$ cat config.mk
export PLATFORM = sky130hd
export DESIGN_NAME = range_scan_reply_parser
export DESIGN_NICKNAME = d
export VERILOG_FILES = /design/src/rsrp_pkg.sv /design/src/range_scan_reply_parser.sv
export VERILOG_INCLUDE_DIRS = /design/src /design/src/src
export SDC_FILE = /design/constraint.sdc
export NUM_CORES = 1
export LEC_CHECK = 0
export ABC_AREA = 1
export BUFFER_PORTS_ARGS = -buffer_cell sky130_fd_sc_hd__buf_2
export CORE_ASPECT_RATIO = 1.5
export CORE_UTILIZATION = 58
export DETAILED_ROUTE_END_ITERATION = 6
export GPL_ROUTABILITY_DRIVEN = 0
export PLACE_DENSITY = 0.85
export SYNTH_ARGS = -nofsm -noshare
export SYNTH_HDL_FRONTEND = slang
export SYNTH_SLANG_ARGS = --single-unit
$ cat constraint.sdc
create_clock -name clk_i -period 9.7 [get_ports clk_i]
set_input_delay 1.94 -clock clk_i [delete_from_list [all_inputs] [get_ports clk_i]]
set_output_delay 1.94 -clock clk_i [all_outputs]
set_load 0.005 [all_outputs]
$ cat src/range_scan_reply_parser_assert.svh
// assertion macros for the range scan reply parser
// expects clk_i and rst_ni in the scope of the including module
`ifndef RANGE_SCAN_REPLY_PARSER_ASSERT_SVH
`define RANGE_SCAN_REPLY_PARSER_ASSERT_SVH

// property must hold at every clock edge out of reset
`define RSRP_ASSERT(lbl, prop, msg) \
  lbl: assert property (@(posedge clk_i) disable iff (!rst_ni) (prop)) else $error(msg);

// consequent must hold in the cycle after the antecedent
`define RSRP_ASSERT_NEXT(lbl, ante, cons, msg) \
  lbl: assert property (@(posedge clk_i) disable iff (!rst_ni) (ante) |=> (cons)) else $error(msg);

`endif

$ cat src/rsrp_pkg.sv
// shared types and constants of the range scan reply parser
// no dependencies
package rsrp_pkg;

  localparam int unsigned MAX_VALUES_DEF = 1024;

  localparam int unsigned ByteW  = 8;
  localparam int unsigned DistW  = 18;
  localparam int unsigned IdxW   = 10;
  localparam int unsigned CountW = 11;
  localparam int unsigned CharsW = 7;
  localparam int unsigned HeldW  = 12;
  localparam int unsigned SixW   = 6;
  localparam int unsigned DataW  = 32;
  localparam int unsigned AddrW  = 3;

  localparam logic [ByteW-1:0]  CH_M    = 8'h4D;
  localparam logic [ByteW-1:0]  CH_D    = 8'h44;
  localparam logic [ByteW-1:0]  CH_9    = 8'h39;
  localparam logic [ByteW-1:0]  CH_B    = 8'h62;
  localparam logic [ByteW-1:0]  CH_LF   = 8'h0A;
  localparam logic [ByteW-1:0]  CH_ZERO = 8'h30;

  localparam logic [CharsW-1:0] CHARS_RESET = 7'd65;
  localparam logic [CharsW-1:0] CHARS_MIN   = 7'd2;

  localparam logic REG_CHARS = 1'b0;

  typedef enum logic [2:0] {
    PH_ECHO1     = 3'd0,
    PH_ECHO2     = 3'd1,
    PH_ECHO_REST = 3'd2,
    PH_STATUS    = 3'd3,
    PH_STAMP     = 3'd4,
    PH_DATA      = 3'd5,
    PH_SKIP      = 3'd6
  } phase_e;

  typedef enum logic [1:0] {
    KIND_DIST       = 2'd0,
    KIND_DONE       = 2'd1,
    KIND_BAD_ECHO   = 2'd2,
    KIND_BAD_STATUS = 2'd3
  } kind_e;

  typedef struct packed {
    kind_e              kind;
    logic [DistW-1:0]   distance;
    logic [IdxW-1:0]    idx;
    logic [CountW-1:0]  cnt;
  } result_t;

endpackage

$ cat src/range_scan_reply_parser.sv
// range scan reply parser: byte-wise decoder of the rangefinder MD reply
// depends on rsrp_pkg and range_scan_reply_parser_assert.svh
//
// input channel: one reply byte per transfer on rx_byte_i (in_valid_i / in_stall_o)
// output channel: one result per transfer (out_valid_o / out_stall_i), kind_o
//   selects distance, scan done, bad echo or bad status; distance_o and
//   value_index_o carry a decoded distance, scan_count_o the count of a done
// config: APB register 0 at address 0 holds data chars plus checksum per line
// each byte is parsed in the cycle it is taken; a result it causes is registered
//   into the output register, or into the skid register while a result waits
// throughput: one byte per cycle while in_stall_o is low, set by the combinational
//   parse logic between the incoming byte and the output register
// a two-entry output stage (output register plus skid register) lets a byte
//   be taken while a result waits; in_stall_o rises only once both entries are
//   full, and drops again the cycle after the receiver takes a result
// reset empties the output stage and returns the parser to the first echo
//   byte with the register at 65
module range_scan_reply_parser
  import rsrp_pkg::*;
#(
  parameter int unsigned MAX_VALUES = MAX_VALUES_DEF
) (
  input  logic                clk_i,
  input  logic                rst_ni,
  input  logic                in_valid_i,
  output logic                in_stall_o,
  input  logic [ByteW-1:0]    rx_byte_i,
  output logic                out_valid_o,
  input  logic                out_stall_i,
  output logic [1:0]          kind_o,
  output logic [DistW-1:0]    distance_o,
  output logic [IdxW-1:0]     value_index_o,
  output logic [CountW-1:0]   scan_count_o,
  input  logic                psel,
  input  logic                penable,
  input  logic                pwrite,
  input  logic [AddrW-1:0]    paddr,
  input  logic [DataW-1:0]    pwdata,
  output logic [DataW-1:0]    prdata,
  output logic                pready
);

  localparam int unsigned SeenW = $clog2(MAX_VALUES + 1);

  logic [CharsW-1:0] chars_q;
  phase_e            phase_q, phase_d;
  logic              first_m_q, first_m_d;
  logic [1:0]        stat_pos_q, stat_pos_d;
  logic              stat_good_q, stat_good_d;
  logic [HeldW-1:0]  held_q, held_d;
  logic [1:0]        grp_q, grp_d;
  logic [CharsW-1:0] line_q, line_d;
  logic [SeenW-1:0]  seen_q, seen_d;
  logic              prev_lf_q, prev_lf_d;

  logic              in_acc, out_take, is_lf, at_sum, full;
  logic [CharsW-1:0] per_line;
  logic [SixW-1:0]   six;
  logic [ByteW-1:0]  offset;

  logic              res_valid;
  result_t           res;
  result_t           out_q, skid_q;
  logic              out_valid_q, skid_valid_q;

  // config port
  assign pready = 1'b1;
  assign prdata = (paddr[2] == REG_CHARS) ? DataW'(chars_q) : '0;

  always_ff @(posedge clk_i or negedge rst_ni) begin
    if (!rst_ni) begin
      chars_q <= CHARS_RESET;
    end else if (psel && penable && pwrite && pready && (paddr[2] == REG_CHARS)) begin
      chars_q <= pwdata[CharsW-1:0];
    end
  end

  // handshakes
  assign in_stall_o  = skid_valid_q;
  assign in_acc      = in_valid_i && !skid_valid_q;
  assign out_take    = out_valid_q && !out_stall_i;
  assign out_valid_o = out_valid_q;

  // byte decode
  assign is_lf    = (rx_byte_i == CH_LF);
  assign per_line = (chars_q < CHARS_MIN) ? CHARS_MIN : chars_q;
  assign at_sum   = (line_q >= (per_line - CharsW'(1)));
  assign offset   = rx_byte_i - CH_ZERO;
  assign six      = offset[SixW-1:0];
  assign full     = (seen_q >= SeenW'(MAX_VALUES));

  // next state
  always_comb begin
    phase_d     = phase_q;
    first_m_d   = first_m_q;
    stat_pos_d  = stat_pos_q;
    stat_good_d = stat_good_q;
    held_d      = held_q;
    grp_d       = grp_q;
    line_d      = line_q;
    seen_d      = seen_q;
    prev_lf_d   = prev_lf_q;
    unique case (phase_q)
      PH_ECHO1: begin
        first_m_d = (rx_byte_i == CH_M);
        phase_d   = PH_ECHO2;
      end
      PH_ECHO2: begin
        phase_d = (first_m_q && rx_byte_i == CH_D) ? PH_ECHO_REST : PH_SKIP;
      end
      PH_ECHO_REST: begin
        if (is_lf) begin
          phase_d     = PH_STATUS;
          stat_pos_d  = '0;
          stat_good_d = 1'b1;
        end
      end
      PH_STATUS: begin
        if (stat_pos_q == 2'd3) begin
          stat_pos_d  = '0;
          stat_good_d = 1'b1;
          phase_d     = stat_good_q ? PH_STAMP : PH_SKIP;
        end else begin
          if ((stat_pos_q == 2'd2) ? (rx_byte_i != CH_B) : (rx_byte_i != CH_9)) begin
            stat_good_d = 1'b0;
          end
          stat_pos_d = stat_pos_q + 2'd1;
        end
      end
      PH_STAMP: begin
        if (is_lf) begin
          phase_d   = PH_DATA;
          held_d    = '0;
          grp_d     = '0;
          line_d    = '0;
          seen_d    = '0;
          prev_lf_d = 1'b0;
        end
      end
      PH_DATA: begin
        if (is_lf) begin
          line_d = '0;
          if (prev_lf_q) begin
            phase_d   = PH_ECHO1;
            grp_d     = '0;
            held_d    = '0;
            prev_lf_d = 1'b0;
          end else begin
            prev_lf_d = 1'b1;
          end
        end else begin
          prev_lf_d = 1'b0;
          if (at_sum) begin
            line_d = '0;
          end else begin
            line_d = line_q + CharsW'(1);
            if (grp_q < 2'd2) begin
              held_d = {held_q[HeldW-SixW-1:0], six};
              grp_d  = grp_q + 2'd1;
            end else begin
              grp_d  = '0;
              held_d = '0;
              if (!full) begin
                seen_d = seen_q + SeenW'(1);
              end
            end
          end
        end
      end
      PH_SKIP: begin
        if (is_lf) begin
          phase_d = PH_ECHO1;
        end
      end
      default: begin
        phase_d = PH_ECHO1;
      end
    endcase
  end

  // result of the current byte
  always_comb begin
    res_valid    = 1'b0;
    res.kind     = KIND_DIST;
    res.distance = '0;
    res.idx      = '0;
    res.cnt      = '0;
    unique case (phase_q)
      PH_ECHO2: begin
        if (!(first_m_q && rx_byte_i == CH_D)) begin
          res_valid = 1'b1;
          res.kind  = KIND_BAD_ECHO;
        end
      end
      PH_STATUS: begin
        if (stat_pos_q == 2'd3 && !stat_good_q) begin
          res_valid = 1'b1;
          res.kind  = KIND_BAD_STATUS;
        end
      end
      PH_DATA: begin
        if (is_lf) begin
          if (prev_lf_q) begin
            res_valid = 1'b1;
            res.kind  = KIND_DONE;
            res.cnt   = CountW'(seen_q);
          end
        end else if (!at_sum && grp_q == 2'd2 && !full) begin
          res_valid    = 1'b1;
          res.kind     = KIND_DIST;
          res.distance = {held_q, six};
          res.idx      = IdxW'(seen_q);
        end
      end
      default: begin
        res_valid = 1'b0;
      end
    endcase
  end

  // parser state
  always_ff @(posedge clk_i or negedge rst_ni) begin
    if (!rst_ni) begin
      phase_q     <= PH_ECHO1;
      first_m_q   <= 1'b0;
      stat_pos_q  <= '0;
      stat_good_q <= 1'b1;
      held_q      <= '0;
      grp_q       <= '0;
      line_q      <= '0;
      seen_q      <= '0;
      prev_lf_q   <= 1'b0;
    end else if (in_acc) begin
      phase_q     <= phase_d;
      first_m_q   <= first_m_d;
      stat_pos_q  <= stat_pos_d;
      stat_good_q <= stat_good_d;
      held_q      <= held_d;
      grp_q       <= grp_d;
      line_q      <= line_d;
      seen_q      <= seen_d;
      prev_lf_q   <= prev_lf_d;
    end
  end

  // output stage control
  always_ff @(posedge clk_i or negedge rst_ni) begin
    if (!rst_ni) begin
      out_valid_q  <= 1'b0;
      skid_valid_q <= 1'b0;
    end else if (skid_valid_q) begin
      if (out_take) begin
        skid_valid_q <= 1'b0;
      end
    end else if (in_acc && res_valid) begin
      if (out_valid_q && !out_take) begin
        skid_valid_q <= 1'b1;
      end else begin
        out_valid_q <= 1'b1;
      end
    end else if (out_take) begin
      out_valid_q <= 1'b0;
    end
  end

  // output stage payload
  always_ff @(posedge clk_i) begin
    if (skid_valid_q) begin
      if (out_take) begin
        out_q <= skid_q;
      end
    end else if (in_acc && res_valid) begin
      if (out_valid_q && !out_take) begin
        skid_q <= res;
      end else begin
        out_q <= res;
      end
    end
  end

  assign kind_o        = out_q.kind;
  assign distance_o    = out_q.distance;
  assign value_index_o = out_q.idx;
  assign scan_count_o  = out_q.cnt;

`include "range_scan_reply_parser_assert.svh"

  `RSRP_ASSERT(a_skid_needs_out, !skid_valid_q || out_valid_q, "skid full with output empty")
  `RSRP_ASSERT(a_seen_cap, seen_q <= SeenW'(MAX_VALUES), "value count past capacity")
  `RSRP_ASSERT(a_grp_range, grp_q != 2'd3, "group position out of range")
  `RSRP_ASSERT(a_bad_status_local, stat_good_q || phase_q == PH_STATUS, "status flag left low")
  `RSRP_ASSERT_NEXT(a_skid_fill, in_acc && res_valid && out_valid_q && out_stall_i, skid_valid_q, "result lost while output stalled")

endmodule

# Word-level counts from Yosys, hierarchy flattened
# Cells that the tools add are included.
# Widths: inputs -> output; s select.
[totals] register_bits=131 in_bits=50 out_inout_bits=76 elab_cells=165
[classes] addsub=6 n_lt_le_gt_ge=4 n_eq_ne=30 mux=71 bitwise_logic=2 n_reduce_logical=32
[op_table] operator="$mux 41" n=4
[op_table] operator="$mux 11" n=7
[op_table] operator="$mux 12" n=5
[op_table] operator="$mux 28" n=2
[op_table] operator="$mux 39" n=1
[op_table] operator="$mux 7" n=5
[op_table] operator="$ne 2x2->1 const B" n=13
[op_table] operator="$pmux 12 s2" n=1
[op_table] operator="$pmux 11 s2" n=1
[op_table] operator="$mux 1" n=21
[op_table] operator="$mux 3" n=7
[op_table] operator="$pmux 3 s7" n=1
[op_table] operator="$mux 2" n=9
[op_table] operator="$eq 8x7->1 const B" n=2
[op_table] operator="$reduce_and 3->1" n=5
[op_table] operator="$pmux 7 s2" n=1
[op_table] operator="$reduce_and 7->1" n=2
[op_table] operator="$add 11x1->11 const B" n=1
[op_table] operator="$ge 11x11->1 const B" n=1
[op_table] operator="$logic_and 1x1->1" n=11
[op_table] operator="$eq 3x3->1 const B" n=3
[op_table] operator="$ne 3x3->1 const B" n=3
[op_table] operator="$eq 8x4->1 const B" n=1
[op_table] operator="$ne 8x6->1 const B" n=1
[op_table] operator="other kinds (22)" n=37

# Depth between registers and ports, before layout
# Gate-level depths: netlist of run 1.
[logic_depth] word_depth=13 mapped_depth=19 depth_no_buf=18

# Worst setup path after synthesis of run 1
# No wires, ideal clock.
[synth_path] path_kind="input-to-reg" startpoint="input rx_byte_i[4]" endpoint="register out_q, in the netlist distance_o[0] (enable)" setup_time_ps=453 arrival_ps=4843 t_required_ps=9247 path_slack_ps=4404 path_stages=10 n_path_buf=0 cell_sequence="inv_1 -> ha_1 -> nand3_1 -> nor2_2 -> nand2_1 -> nand2_1 -> nor2_1 -> nand2_1 -> nand2_1 -> a21oi_1"
[synth_between] elab_chain_len=7 word_cells_on_any_way=9 cone_classes="eq/ne (2); mux (3); reduce/logical (4)"
[synth_lines] element="start, declared" line="range_scan_reply_parser.sv:27" text="input logic [ByteW-1:0] rx_byte_i,"
[synth_lines] element="$eq 8x7->1" line="range_scan_reply_parser.sv:190" text="if (!(first_m_q && rx_byte_i == CH_D)) begin"
[synth_lines] element="$logic_and 1x1->1" line="range_scan_reply_parser.sv:190"
[synth_lines] element="$mux 1" line="range_scan_reply_parser.sv:190"
[synth_lines] element="$pmux 1 s3 *" line="range_scan_reply_parser.sv:188" text="unique case (phase_q)"
[synth_lines] element="$logic_and 1x1->1 *" line="range_scan_reply_parser.sv:272" text="end else if (in_acc && res_valid) begin"
[synth_lines] element="$reduce_bool 2->1 (no line) *"
[synth_lines] element="$reduce_and 3->1 (no line) *"
[synth_lines] element="end signal, assigned" line="range_scan_reply_parser.sv:270" text="out_q <= skid_q;"
[synth_lines] element="end signal, assigned" line="range_scan_reply_parser.sv:276" text="out_q <= res;"
[synth_lines] element="end, declared" line="range_scan_reply_parser.sv:63" text="result_t out_q, skid_q;"
# Every way passes the cells marked *; elsewhere a longest branch is shown, timed or not.
# A chain may end at the register's enable or synchronous reset.

# Worst setup path in the final report of run 1
[layout_path] startpoint="register chars_q[6]" endpoint="register out_q, in the netlist value_index_o[7] (enable)"
[layout_between] elab_chain_len=13
[layout_lines] element="start, declared" line="range_scan_reply_parser.sv:45" text="logic [CharsW-1:0] chars_q;"
[layout_lines] element="start signal, assigned" line="range_scan_reply_parser.sv:74" text="chars_q <= pwdata[CharsW-1:0];"
[layout_lines] element="$lt 7x2->1" line="range_scan_reply_parser.sv:86" text="assign per_line = (chars_q < CHARS_MIN) ? CHARS_MIN : chars_q;"
[layout_lines] element="$mux 7 *" line="range_scan_reply_parser.sv:86"
[layout_lines] element="$sub 7x1->7 *" line="range_scan_reply_parser.sv:87" text="assign at_sum = (line_q >= (per_line - CharsW'(1)));"
[layout_lines] element="$ge 7x7->1 *" line="range_scan_reply_parser.sv:87"
[layout_lines] element="$logic_not 1->1 *" line="range_scan_reply_parser.sv:208" text="end else if (!at_sum && grp_q == 2'd2 && !full) begin"
[layout_lines] element="$logic_and 1x1->1 * (2 in a row)" line="range_scan_reply_parser.sv:208"
[layout_lines] element="$mux 1 *" line="range_scan_reply_parser.sv:208"
[layout_lines] element="$mux 1 *" line="range_scan_reply_parser.sv:202" text="if (is_lf) begin"
[layout_lines] element="$pmux 1 s3 *" line="range_scan_reply_parser.sv:188"
[layout_lines] element="$logic_and 1x1->1 *" line="range_scan_reply_parser.sv:272"
[layout_lines] element="$reduce_bool 2->1 (no line) *"
[layout_lines] element="$reduce_and 3->1 (no line) *"
# Marks and branches as above.

==> flow_metrics.env, run 1 <==
export IMPL_outcome="completed"
export IMPL_core_area_sq_um=11060
export IMPL_portBuffers=72
export IMPL_synth_top_cell_area_share=0.3751
export IMPL_drc_errors=0
export IMPL_n_fill_cell=838
export IMPL_clock_root_buffer="clkbuf_16"
export IMPL_post_drt_wl_per_cell_microns=14.21
export IMPL_yosysWarnings=0
export IMPL_netlist_instances=702
export IMPL_async_flop_share=0.3740
export IMPL_skew_ps=7.283
export IMPL_ios=126
export IMPL_cts_resized_gates=0
export IMPL_worstPathArrival_ps=4630
export IMPL_finalHoldViolCount=0
export IMPL_clockBufferDepth=2
export IMPL_clk_pin_slew_ps=60
export IMPL_critical_path_startpoint_type="register"
export IMPL_dieArea_sq_um=11760
export IMPL_vias=4936
export IMPL_netlist_area_sq_um=6564
export IMPL_diodes=0
export IMPL_synth_edf_count=82
export IMPL_rsz0062_at_grt="no"
export IMPL_holdWs_ps=489.5
export IMPL_dp_hpwl_microns=8777
export IMPL_drt_iter0_markers=449
export IMPL_worstMarginPinSlew_ps=1166
export IMPL_hp_class="register to register"
export IMPL_max_cap_violations=0
export IMPL_max_slew_margin_rel=0.2207
export IMPL_p_per_area_nw_per_um2=261.1
export IMPL_ys_flop_type="edfxtp_1"
export IMPL_fin_ws_ps=5099
export IMPL_clk_latency_ps=420
export IMPL_end_kind="register"
export IMPL_tns_ps=0
export IMPL_fin_crit_sh=0.4744
export IMPL_grt_max_degree=59
export IMPL_drv_slew=0
export IMPL_wl_met3_microns=899
export IMPL_drive_above_1_share=0.2054
export IMPL_crit_type="register to register"
export IMPL_dp_slack_ps=4717
export IMPL_grt_pass1_wl_microns=21850
export IMPL_synth_area_leaders="edfxtp_1 (38%), dfrtp_1 (18%), nand2_1 (10%), nor2_1 (4.5%), inv_1 (3.9%)"
export IMPL_grt_overflow=0
export IMPL_antenna_found_initial=0
export IMPL_drtAntennaViolNets=0
export IMPL_met2_length_microns=6904
export IMPL_p_leak_nw=3.267
export IMPL_syn_area_per_cell_sq_um=9.350
export IMPL_grt_pass1_vias=4642
export IMPL_wirelength_microns=13230
export IMPL_htree_levels=4
export IMPL_dr_max_layer_used="met4"
export IMPL_seq_area_frac_synth=0.5625
export IMPL_required_ps=9730
export IMPL_viasPerCell=5.302
export IMPL_fin_crit_ps=4601
export IMPL_path_max_fanout=41
export IMPL_cts_tree="yes"
export IMPL_yosysTopAreaCell="edfxtp_1"
export IMPL_die_w_microns=88.86
export IMPL_fin_nets=836
export IMPL_cts_setup_buffers=0
export IMPL_irDropWorstVdd_mv=0.2004
export IMPL_cts_hold_buf=0
export IMPL_start_util=0.5937
export IMPL_ys_seq_elements=131
export IMPL_drtPass1Iterations=7
export IMPL_area_growth_syn_to_layout_pct=14.20
export IMPL_die_y_microns=132.3
export IMPL_met1_length_microns=5025
export IMPL_setup_viol=0
export IMPL_track_usage=0.2475
export IMPL_fmax_mhz=217.3
export IMPL_clkSinkCount=131
export IMPL_cts_buffers_inserted=17
export IMPL_synth_cell_types=38
export IMPL_rows=47
==> where the power goes <==
| part | switching (mW) | internal [mW] |
|---|---|---|
| clock | 0.237 | 0.400 |
| sequential | 0.0716 | 0.741 |
| combinational | 0.347 | 0.160 |
| total | 0.656 | 1.30 |
==> area by class of cell <==
cell class                      instances  area [sq um]  area share
Clock buffer                           17         425.4     0.05675
Multi-Input combinational cell        469          2359      0.3146
Tap cell                              147         183.9     0.02454
Clock inverter                         14         163.9     0.02187
Timing Repair Buffer                   74         375.4     0.05008
Sequential cell                       131          3692      0.4926
Inverter                               79         296.5     0.03956
==> worst paths after layout <==
| check | start | end | slack (ps) | cells past startpoint |
|---|---|---|---|---|
| min in group asynchronous | rst_ni | chars_q[2] | 1750 | 1 |
| hold / removal | stat_good_q | stat_good_q | 490 | 2 |
| setup / recovery | chars_q[6] | value_index_o[7] | 5100 | 16 |
| max in group asynchronous | rst_ni | seen_q[6] | 7270 | 1 |
| setup reg to reg | chars_q[6] | value_index_o[7] | 5100 | 16 |
| hold reg to reg | stat_good_q | stat_good_q | 490 | 2 |
==> synth_stat cells (2+ instances only) <==
cell type and instances:
a21oi_1 24, a21oi_2 7, a31oi_1 2, buf_2 5
buf_4 26, buf_6 6, clkbuf_1 9, conb_1 2
dfrtp_1 46, dfstp_2 3, edfxtp_1 82, ha_1 14
inv_1 68, inv_2 11, nand2_1 181, nand2_2 2
nand3_1 35, nand4_1 6, nor2_1 79, nor2_2 16
nor2_4 10, nor3_1 11, nor3b_1 2, o21ai_0 17
o21ai_1 14, xor2_1 12
==> state kept, by name, indices dropped and copies added, names as in the netlist, 3 cells and up <==
register,count
skid_q,41
distance_o,18
held_q,12
scan_count_o,11
seen_q,11
value_index_o,10
chars_q,7
line_q,7
phase_q,3
==> through the flow <==
step | utilization | instance area, sq um | power, mW | instances
6_report | 0.6780 | 7496 | 1.957 | 931
2_1_floorplan | - | 6654 | 1.173 | 726
3_3_place_gp | 0.6247 | 6907 | 1.282 | 900
5_1_grt | 0.6780 | 7496 | 2.063 | 931
4_1_cts | 0.6780 | 7496 | 1.955 | 931
3_5_place_dp | 0.6247 | 6907 | 1.313 | 900
==> routing by layer <==
metal  track usage  up-vias
li1              -     2365
met2        0.4081      266
met4        0.1210        0
met1        0.2971     2269
met3       0.06199       36
met5             0        -
==> cells in the final DEF, fill, tap and decap left out, types with 3 or more instances in the layout <==
cell type   count
a21oi_1        23
a21oi_2         7
buf_2          72
bufinv_16       3
clkbuf_16      17
clkinvlp_4      4
conb_1         26
dfrtp_1        46
dfstp_2         3
edfxtp_1       82
ha_1           14
inv_1          68
inv_2          11
nand2_1       181
nand3_1        35
nand4_1         6
nor2_1         78
nor2_2         16
nor2_4         11
nor3_1         11
o21ai_0        17
o21ai_1        14
xor2_1         12
==> worst max-delay path: stages (launching register included) <==
cell and delay [ps]:
dfstp_2 510, inv_1 80, nand4_1 140, nand2_1 60
inv_1 60, ha_1 200, nand3_1 130, nor3_1 190
xor2_1 200, ha_1 270, nand2_1 100, inv_1 40
a21oi_1 300, nand4_4 550, nand2_1 220, nand2_1 190
a21oi_4 960
==> logic make-up after synthesis <==
kind of cell	synth area share
AND/OR/NAND/NOR	0.2350
XOR/XNOR	0.01735
adder cells (fa/ha/maj)	0.02669
buffers and inverters	0.09474
flip-flops	0.5625
AO/OA/AOI/OAI	0.06253
other	0.001144
Power figures use the tool's default switching activity.
==> run 2, diff against run 1 <==
Settings changed: ABC_AREA 1 to 0, CORE_UTILIZATION 58 to 55, PLACE_DENSITY 0.85 to 0.82.
Clock period 9.7 ns to 4.6 ns, I/O delays scaled along.
==> run 2 against run 1 <==
Against the previous run: routed wire length is 0.16% higher; clock-buffer cell count stayed put; die area is 3.3% higher; critical path depth is 4 lower; critical endpoint is now grp_q[0]; largest cell class unchanged; largest power group unchanged; setup slack worse by 4700 ps; clock power is 120% higher; sequential power is 91% higher; global-route usage is 2.2 points lower; cell count is 20% lower.
==> flow_metrics.env, run 2 <==
export IMPL_synth_area_leaders="edfxtp_1 (38%), dfrtp_1 (18%), mux2_2 (8.0%), buf_4 (3.3%), ha_1 (2.7%)"
export IMPL_path_max_fanout=13
export IMPL_power_mw=3.682
export IMPL_cp_top_family="simple AND/OR/NAND/NOR gates"
export IMPL_cts_hold_buf=0
export IMPL_vias=4465
export IMPL_syn_area_per_cell_sq_um=12.52
export IMPL_hp_start="first_m_q"
export IMPL_fin_crit_sh=0.9026
export IMPL_drtPass1Iterations=5
export IMPL_path_common_cell="ha_1"
export IMPL_clk_latency_ps=420
export IMPL_pwr_share_seq=0.420
export IMPL_switchingPower_mw=1.164
export IMPL_worstMarginPinSlew_ps=1255
export IMPL_dp_hpwl_microns=8330
export IMPL_area_growth_syn_to_layout_pct=15.44
export IMPL_design_area_sq_um=7428
export IMPL_fin_nets=648
export IMPL_grt_pass1_vias=4389
export IMPL_drv_slew=0
export IMPL_htree_levels=4
export IMPL_grt_pass1_wl_microns=21470
export IMPL_ys_seq_elements=131
export IMPL_synth_edf_count=82
export IMPL_swShare=0.3162
export IMPL_cts_setup_buffers=0
export IMPL_die_w_microns=90.32
export IMPL_crit_type="register to register"
export IMPL_final_cell_count_no_fill=746
export IMPL_yosysTopAreaCell="edfxtp_1"
export IMPL_clkSinkCount=131
export IMPL_seq_area_sq_um=3694
export IMPL_synth_common_cells="edfxtp_1 (82), dfrtp_1 (46), mux2_2 (46)"
export IMPL_rsz0062_at_grt="no"
export IMPL_r2r_end="grp_q[0]"
export IMPL_setup_viol=0
export IMPL_max_stage_delay_ps=1010
export IMPL_irDropWorstVdd_mv=0.3238
export IMPL_clock_root_buffer="clkbuf_16"
export IMPL_clkPwrFrac=0.374
export IMPL_antenna_found_initial=0
export IMPL_post_drt_wl_per_cell_microns=17.76
export IMPL_drive_above_1_share=0.2936
export IMPL_multi_input_area_sq_um=2469
export IMPL_seq_area_frac_synth=0.5738
export IMPL_max_cap_violations=0
export IMPL_ys_flop_type="edfxtp_1"
export IMPL_wirelength_microns=13250
export IMPL_clk_pin_slew_ps=60
export IMPL_critical_path_slowest_cell="nor4_2"
export IMPL_path_buf_inv=0
export IMPL_synth_most_common_cell="edfxtp_1"
export IMPL_n_fill_cell=830
export IMPL_fmax_mhz=240.9
export IMPL_fin_crit_ps=4152
export IMPL_grt_max_degree=53
export IMPL_cts_resized_gates=0
export IMPL_cts_buffers_inserted=17
export IMPL_diodes=0
export IMPL_async_flop_share=0.3740
export IMPL_largest_register="skid_q"
export IMPL_power_internal_mw=2.518
export IMPL_dp_slack_ps=442.0
export IMPL_viasPerCell=5.985
export IMPL_clockBufferDepth=2
export IMPL_p_leak_nw=3.097
export IMPL_start_util=0.5610
export IMPL_rows=48
export IMPL_critical_path_startpoint_type="register"
export IMPL_largest_reg_flops=41
export IMPL_track_usage=0.2252
export IMPL_dieArea_sq_um=12150
export IMPL_required_ps=4960
export IMPL_hold_end="first_m_q"
export IMPL_placed_cells=715
export IMPL_final_common_cell="edfxtp_1"
export IMPL_end_kind="register"
export IMPL_hold_depth=1
export IMPL_yosysWarnings=0
export IMPL_synth_top_cell_area_share=0.3827
export IMPL_ios=126
export IMPL_outcome="completed"
export IMPL_tns_ps=0
export IMPL_max_slew_margin_rel=0.1567
export IMPL_netlist_instances=514
export IMPL_drc_errors=0
export IMPL_portBuffers=72
export IMPL_netlist_area_sq_um=6435
export IMPL_hp_class="register to register"
export IMPL_p_per_area_nw_per_um2=495.7
export IMPL_cts_tree="yes"
export IMPL_finalHoldViolCount=0
export IMPL_r2r_start="chars_q[4]"
export IMPL_drtAntennaViolNets=0
export IMPL_die_y_microns=134.5
export IMPL_grt_overflow=0
export IMPL_reg2reg_slack_ps=450
export IMPL_synth_cell_types=65
export IMPL_drt_iter0_markers=416
export IMPL_core_area_sq_um=11470
export IMPL_fin_ws_ps=448.1
export IMPL_reg2reg_depth=12
export IMPL_final_cell_mix="edfxtp_1 (82), buf_2 (72), mux2_2 (46)"
export IMPL_crit_path_cell_trace="nor3_1 -> nor4b_1 -> nand2b_1 -> ha_1 -> nor3b_1 -> xnor2_1 -> ha_1 -> a21oi_1 -> o21ai_0 -> a21o_1 -> nor4_2 -> mux2_2"
export IMPL_comb_power_share=0.206
export IMPL_skew_ps=10.18
export IMPL_worstPathArrival_ps=4510
export IMPL_placed_area_sq_um=6824
-- run 2: cell count changes after synthesis, moves of 12 or more --
cell     before  now
nand2_1     181   31
nor2_1       79   14
inv_1        68   14
mux2_2        0   46
nand3_1      35    6
and3_1        0   26
nor2_2       16    0
o21ai_1      14    0
a22o_1        0   12
-- run 2: logic make-up after synthesis --
logic type | synth area share
AOI/OAI and AO/OA | 0.09372
xor gates and xnor gates | 0.004084
adders and majority gates | 0.02722
buffers and inverters | 0.06066
DFF | 0.5738
muxes | 0.08205
other | 0.001167
and+or+nand+nor | 0.1573
-- run 2: worst reg2reg max path, cell delays in order (launching register included) --
cell and delay (ps):
dfrtp_1 420, nor3_1 300, nor4b_1 460, nand2b_1 210, ha_1 220, nor3b_1 260
xnor2_1 160, ha_1 260, a21oi_1 120, o21ai_0 130, a21o_1 220, nor4_2 1010
mux2_2 320
-- run 2: metal layers --
metal,vias to the layer above,wire length [microns],GRT usage
met5,-,0,0
met4,0,265,0.1048
met3,27,648,0.04448
met2,187,7123,0.4003
met1,2226,5215,0.2622
li1,2025,-,-
-- run 2: worst max path at each step --
stage | start | to | slack (ps) | depth (start not counted)
6_report | chars_q[4] | grp_q[0] | 450 | 12
5_1_grt | chars_q[4] | grp_q[0] | 60 | 12
4_1_cts | chars_q[4] | grp_q[0] | 470 | 12
3_5_place_dp | chars_q[4] | grp_q[0] | 440 | 12
3_3_place_gp | chars_q[4] | grp_q[0] | 690 | 12
2_1_floorplan | chars_q[4] | distance_o[0] | 180 | 13
-- run 2: through the flow --
step                        util  hold WS [ps]
final                     0.6476         504.1
after global routing      0.6476         521.0
after CTS                 0.6476         507.9
after detailed placement  0.5949         486.6
after global placement    0.5949         482.3
after floorplan                -         464.4
-- run 2: power groups by stage --
| stage | clock (mW) | combinational (mW) | sequential [mW] |
|---|---|---|---|
| after CTS | 1.39 | 0.748 | 1.54 |
| after global placement | 0 | 0.695 | 1.55 |
| final | 1.38 | 0.758 | 1.55 |
| after detailed placement | 0 | 0.737 | 1.56 |
| after global routing | 1.44 | 0.835 | 1.57 |
| after floorplan | 0 | 0.612 | 1.48 |
-- run 2: layout make-up --
| type | instances | share of cell area |
|---|---|---|
| clock buffers | 17 | 0.05727 |
| clock inverters | 14 | 0.02409 |
| inverters | 15 | 0.007580 |
| multi-input cells | 341 | 0.3323 |
| flip-flops and latches | 131 | 0.4972 |
| well taps | 150 | 0.02527 |
| repair buffers | 78 | 0.05626 |
==> run 3, diff against run 2 <==
Clock period 4.6 ns to 4.3 ns, I/O delays scaled along.
==> run 3 against run 2 <==
Against the previous run: routed wire length rose by 1.2%; maximum frequency up 6.8%; critical path depth is 1 higher.
==> flow_metrics.env, run 3 (same netlist as run 2, synthesis figures left out) <==
export IMPL_p_leak_nw=3.106
export IMPL_cts_hold_buf=0
export IMPL_vias=4439
export IMPL_die_y_microns=134.5
export IMPL_tns_ps=0
export IMPL_placed_cells=716
export IMPL_final_common_cell="edfxtp_1"
export IMPL_htree_levels=4
export IMPL_drtPass1Iterations=5
export IMPL_critical_path_startpoint_type="register"
export IMPL_max_slew_margin_rel=0.2761
export IMPL_largest_reg_flops=41
export IMPL_clkSinkCount=131
export IMPL_clock_root_buffer="clkbuf_16"
export IMPL_worstMarginPinSlew_ps=1086
export IMPL_fin_crit_sh=0.9039
export IMPL_track_usage=0.2293
export IMPL_n_fill_cell=829
export IMPL_grt_max_degree=53
export IMPL_critical_path_slowest_cell="dfrtp_1"
export IMPL_post_drt_wl_per_cell_microns=17.93
export IMPL_ios=126
export IMPL_cp_top_family="simple AND/OR/NAND/NOR gates"
export IMPL_diodes=0
export IMPL_fmax_mhz=257.3
export IMPL_drt_iter0_markers=375
export IMPL_end_kind="register"
export IMPL_grt_pass1_wl_microns=21780
export IMPL_dp_hpwl_microns=8581
export IMPL_grt_overflow=0
export IMPL_max_cap_violations=0
export IMPL_rows=48
export IMPL_cts_tree="yes"
export IMPL_core_area_sq_um=11470
export IMPL_path_buf_inv=1
export IMPL_fin_nets=649
export IMPL_clk_pin_slew_ps=60
export IMPL_viasPerCell=5.934
export IMPL_p_per_area_nw_per_um2=529.2
export IMPL_irDropWorstVdd_mv=0.3184
export IMPL_rsz0062_at_grt="no"
export IMPL_final_cell_count_no_fill=748
export IMPL_skew_ps=7.061
export IMPL_final_cell_mix="edfxtp_1 (82), buf_2 (72), mux2_2 (46)"
export IMPL_start_util=0.5610
export IMPL_drtAntennaViolNets=0
export IMPL_portBuffers=72
export IMPL_fin_crit_ps=3887
export IMPL_clockBufferDepth=2
export IMPL_die_w_microns=90.32
export IMPL_area_growth_syn_to_layout_pct=15.63
export IMPL_drive_above_1_share=0.2977
export IMPL_drc_errors=0
export IMPL_finalHoldViolCount=0
export IMPL_dp_slack_ps=393.3
export IMPL_wirelength_microns=13410
export IMPL_cts_buffers_inserted=17
export IMPL_antenna_found_initial=0
export IMPL_path_common_cell="ha_1"
export IMPL_dieArea_sq_um=12150
export IMPL_grt_pass1_vias=4462
export IMPL_crit_type="register to register"
export IMPL_required_ps=4500
export IMPL_outcome="completed"
export IMPL_setup_viol=0
export IMPL_drv_slew=0
export IMPL_crit_path_cell_trace="nor3_1 -> nor4b_2 -> nand2b_1 -> ha_1 -> nor3b_1 -> xnor2_1 -> ha_1 -> a21oi_1 -> o21ai_0 -> a21oi_2 -> buf_4 -> nand2_1 -> o31ai_1"
export IMPL_fin_ws_ps=413.4
export IMPL_path_max_fanout=34
export IMPL_max_stage_delay_ps=410
export IMPL_holdWs_ps=459.3
export IMPL_largest_register="skid_q"
export IMPL_worstPathArrival_ps=4080
export IMPL_hp_class="input port to async pin"
export IMPL_clk_latency_ps=410
[run 3: cell count changes in the layout (fill, tap and decap cells not counted), sizes merged]
cell and delta:
clkbuf +1, clkinv +1, clkinvlp -1, buf +1
[run 3: repair_timing]
action,CTS,global route
setup endpoints to repair,0,13
gates resized for setup,0,1
buffers inserted,0,0
endpoints found under the hold margin,0,0
[run 3: power breakdown]
group          switching, mW  internal, mW  total [mW]  leakage [nW]
Sequential             0.187          1.47        1.66          1.44
Clock                  0.555         0.920        1.47         0.296
Combinational          0.500         0.307       0.807          1.37
Total                   1.24          2.70        3.94          3.11
[run 3: cell type report]
cell class                      count  area, sq um  share of cell area
Timing Repair Buffer               79        412.9             0.05549
Multi-Input combinational cell    341         2484              0.3338
Tap cell                          150        187.7             0.02522
Sequential cell                   131         3694              0.4964
Inverter                           15        56.30            0.007567
Clock buffer                       18        429.2             0.05768
Clock inverter                     14        177.7             0.02388
[run 3: metal layers]
layer | up-vias | routed length [microns] | global-route usage | share of wire
met2 | 182 | 7353 | 0.4220 | 0.55
met3 | 24 | 595 | 0.04730 | 0.044
li1 | 2025 | - | - | -
met1 | 2208 | 5266 | 0.2581 | 0.39
met5 | - | 0 | 0 | 0
met4 | 0 | 199 | 0.09319 | 0.015
[run 3: path summary, 6_finish.rpt]
path                            start            end  slack [ps]  depth (start not counted)
setup / recovery           chars_q[5]  distance_o[4]         410                         13
hold / removal                 rst_ni     chars_q[3]         460                          1
setup reg to reg           chars_q[5]  distance_o[4]         410                         13
hold reg to reg            held_q[11]     held_q[11]         510                          1
max in group asynchronous      rst_ni     in_stall_o        3060                          2
min in group clk_i         held_q[11]     held_q[11]         510                          1
[run 3: stage by stage]
stage	util	instance area (sq um)	power (mW)
final	0.6487	7441	3.938
after global routing	0.6487	7441	4.108
after CTS	0.6479	7432	3.942
after detailed placement	0.5950	6825	2.460
after global placement	0.5950	6825	2.404
after floorplan	-	6554	2.237
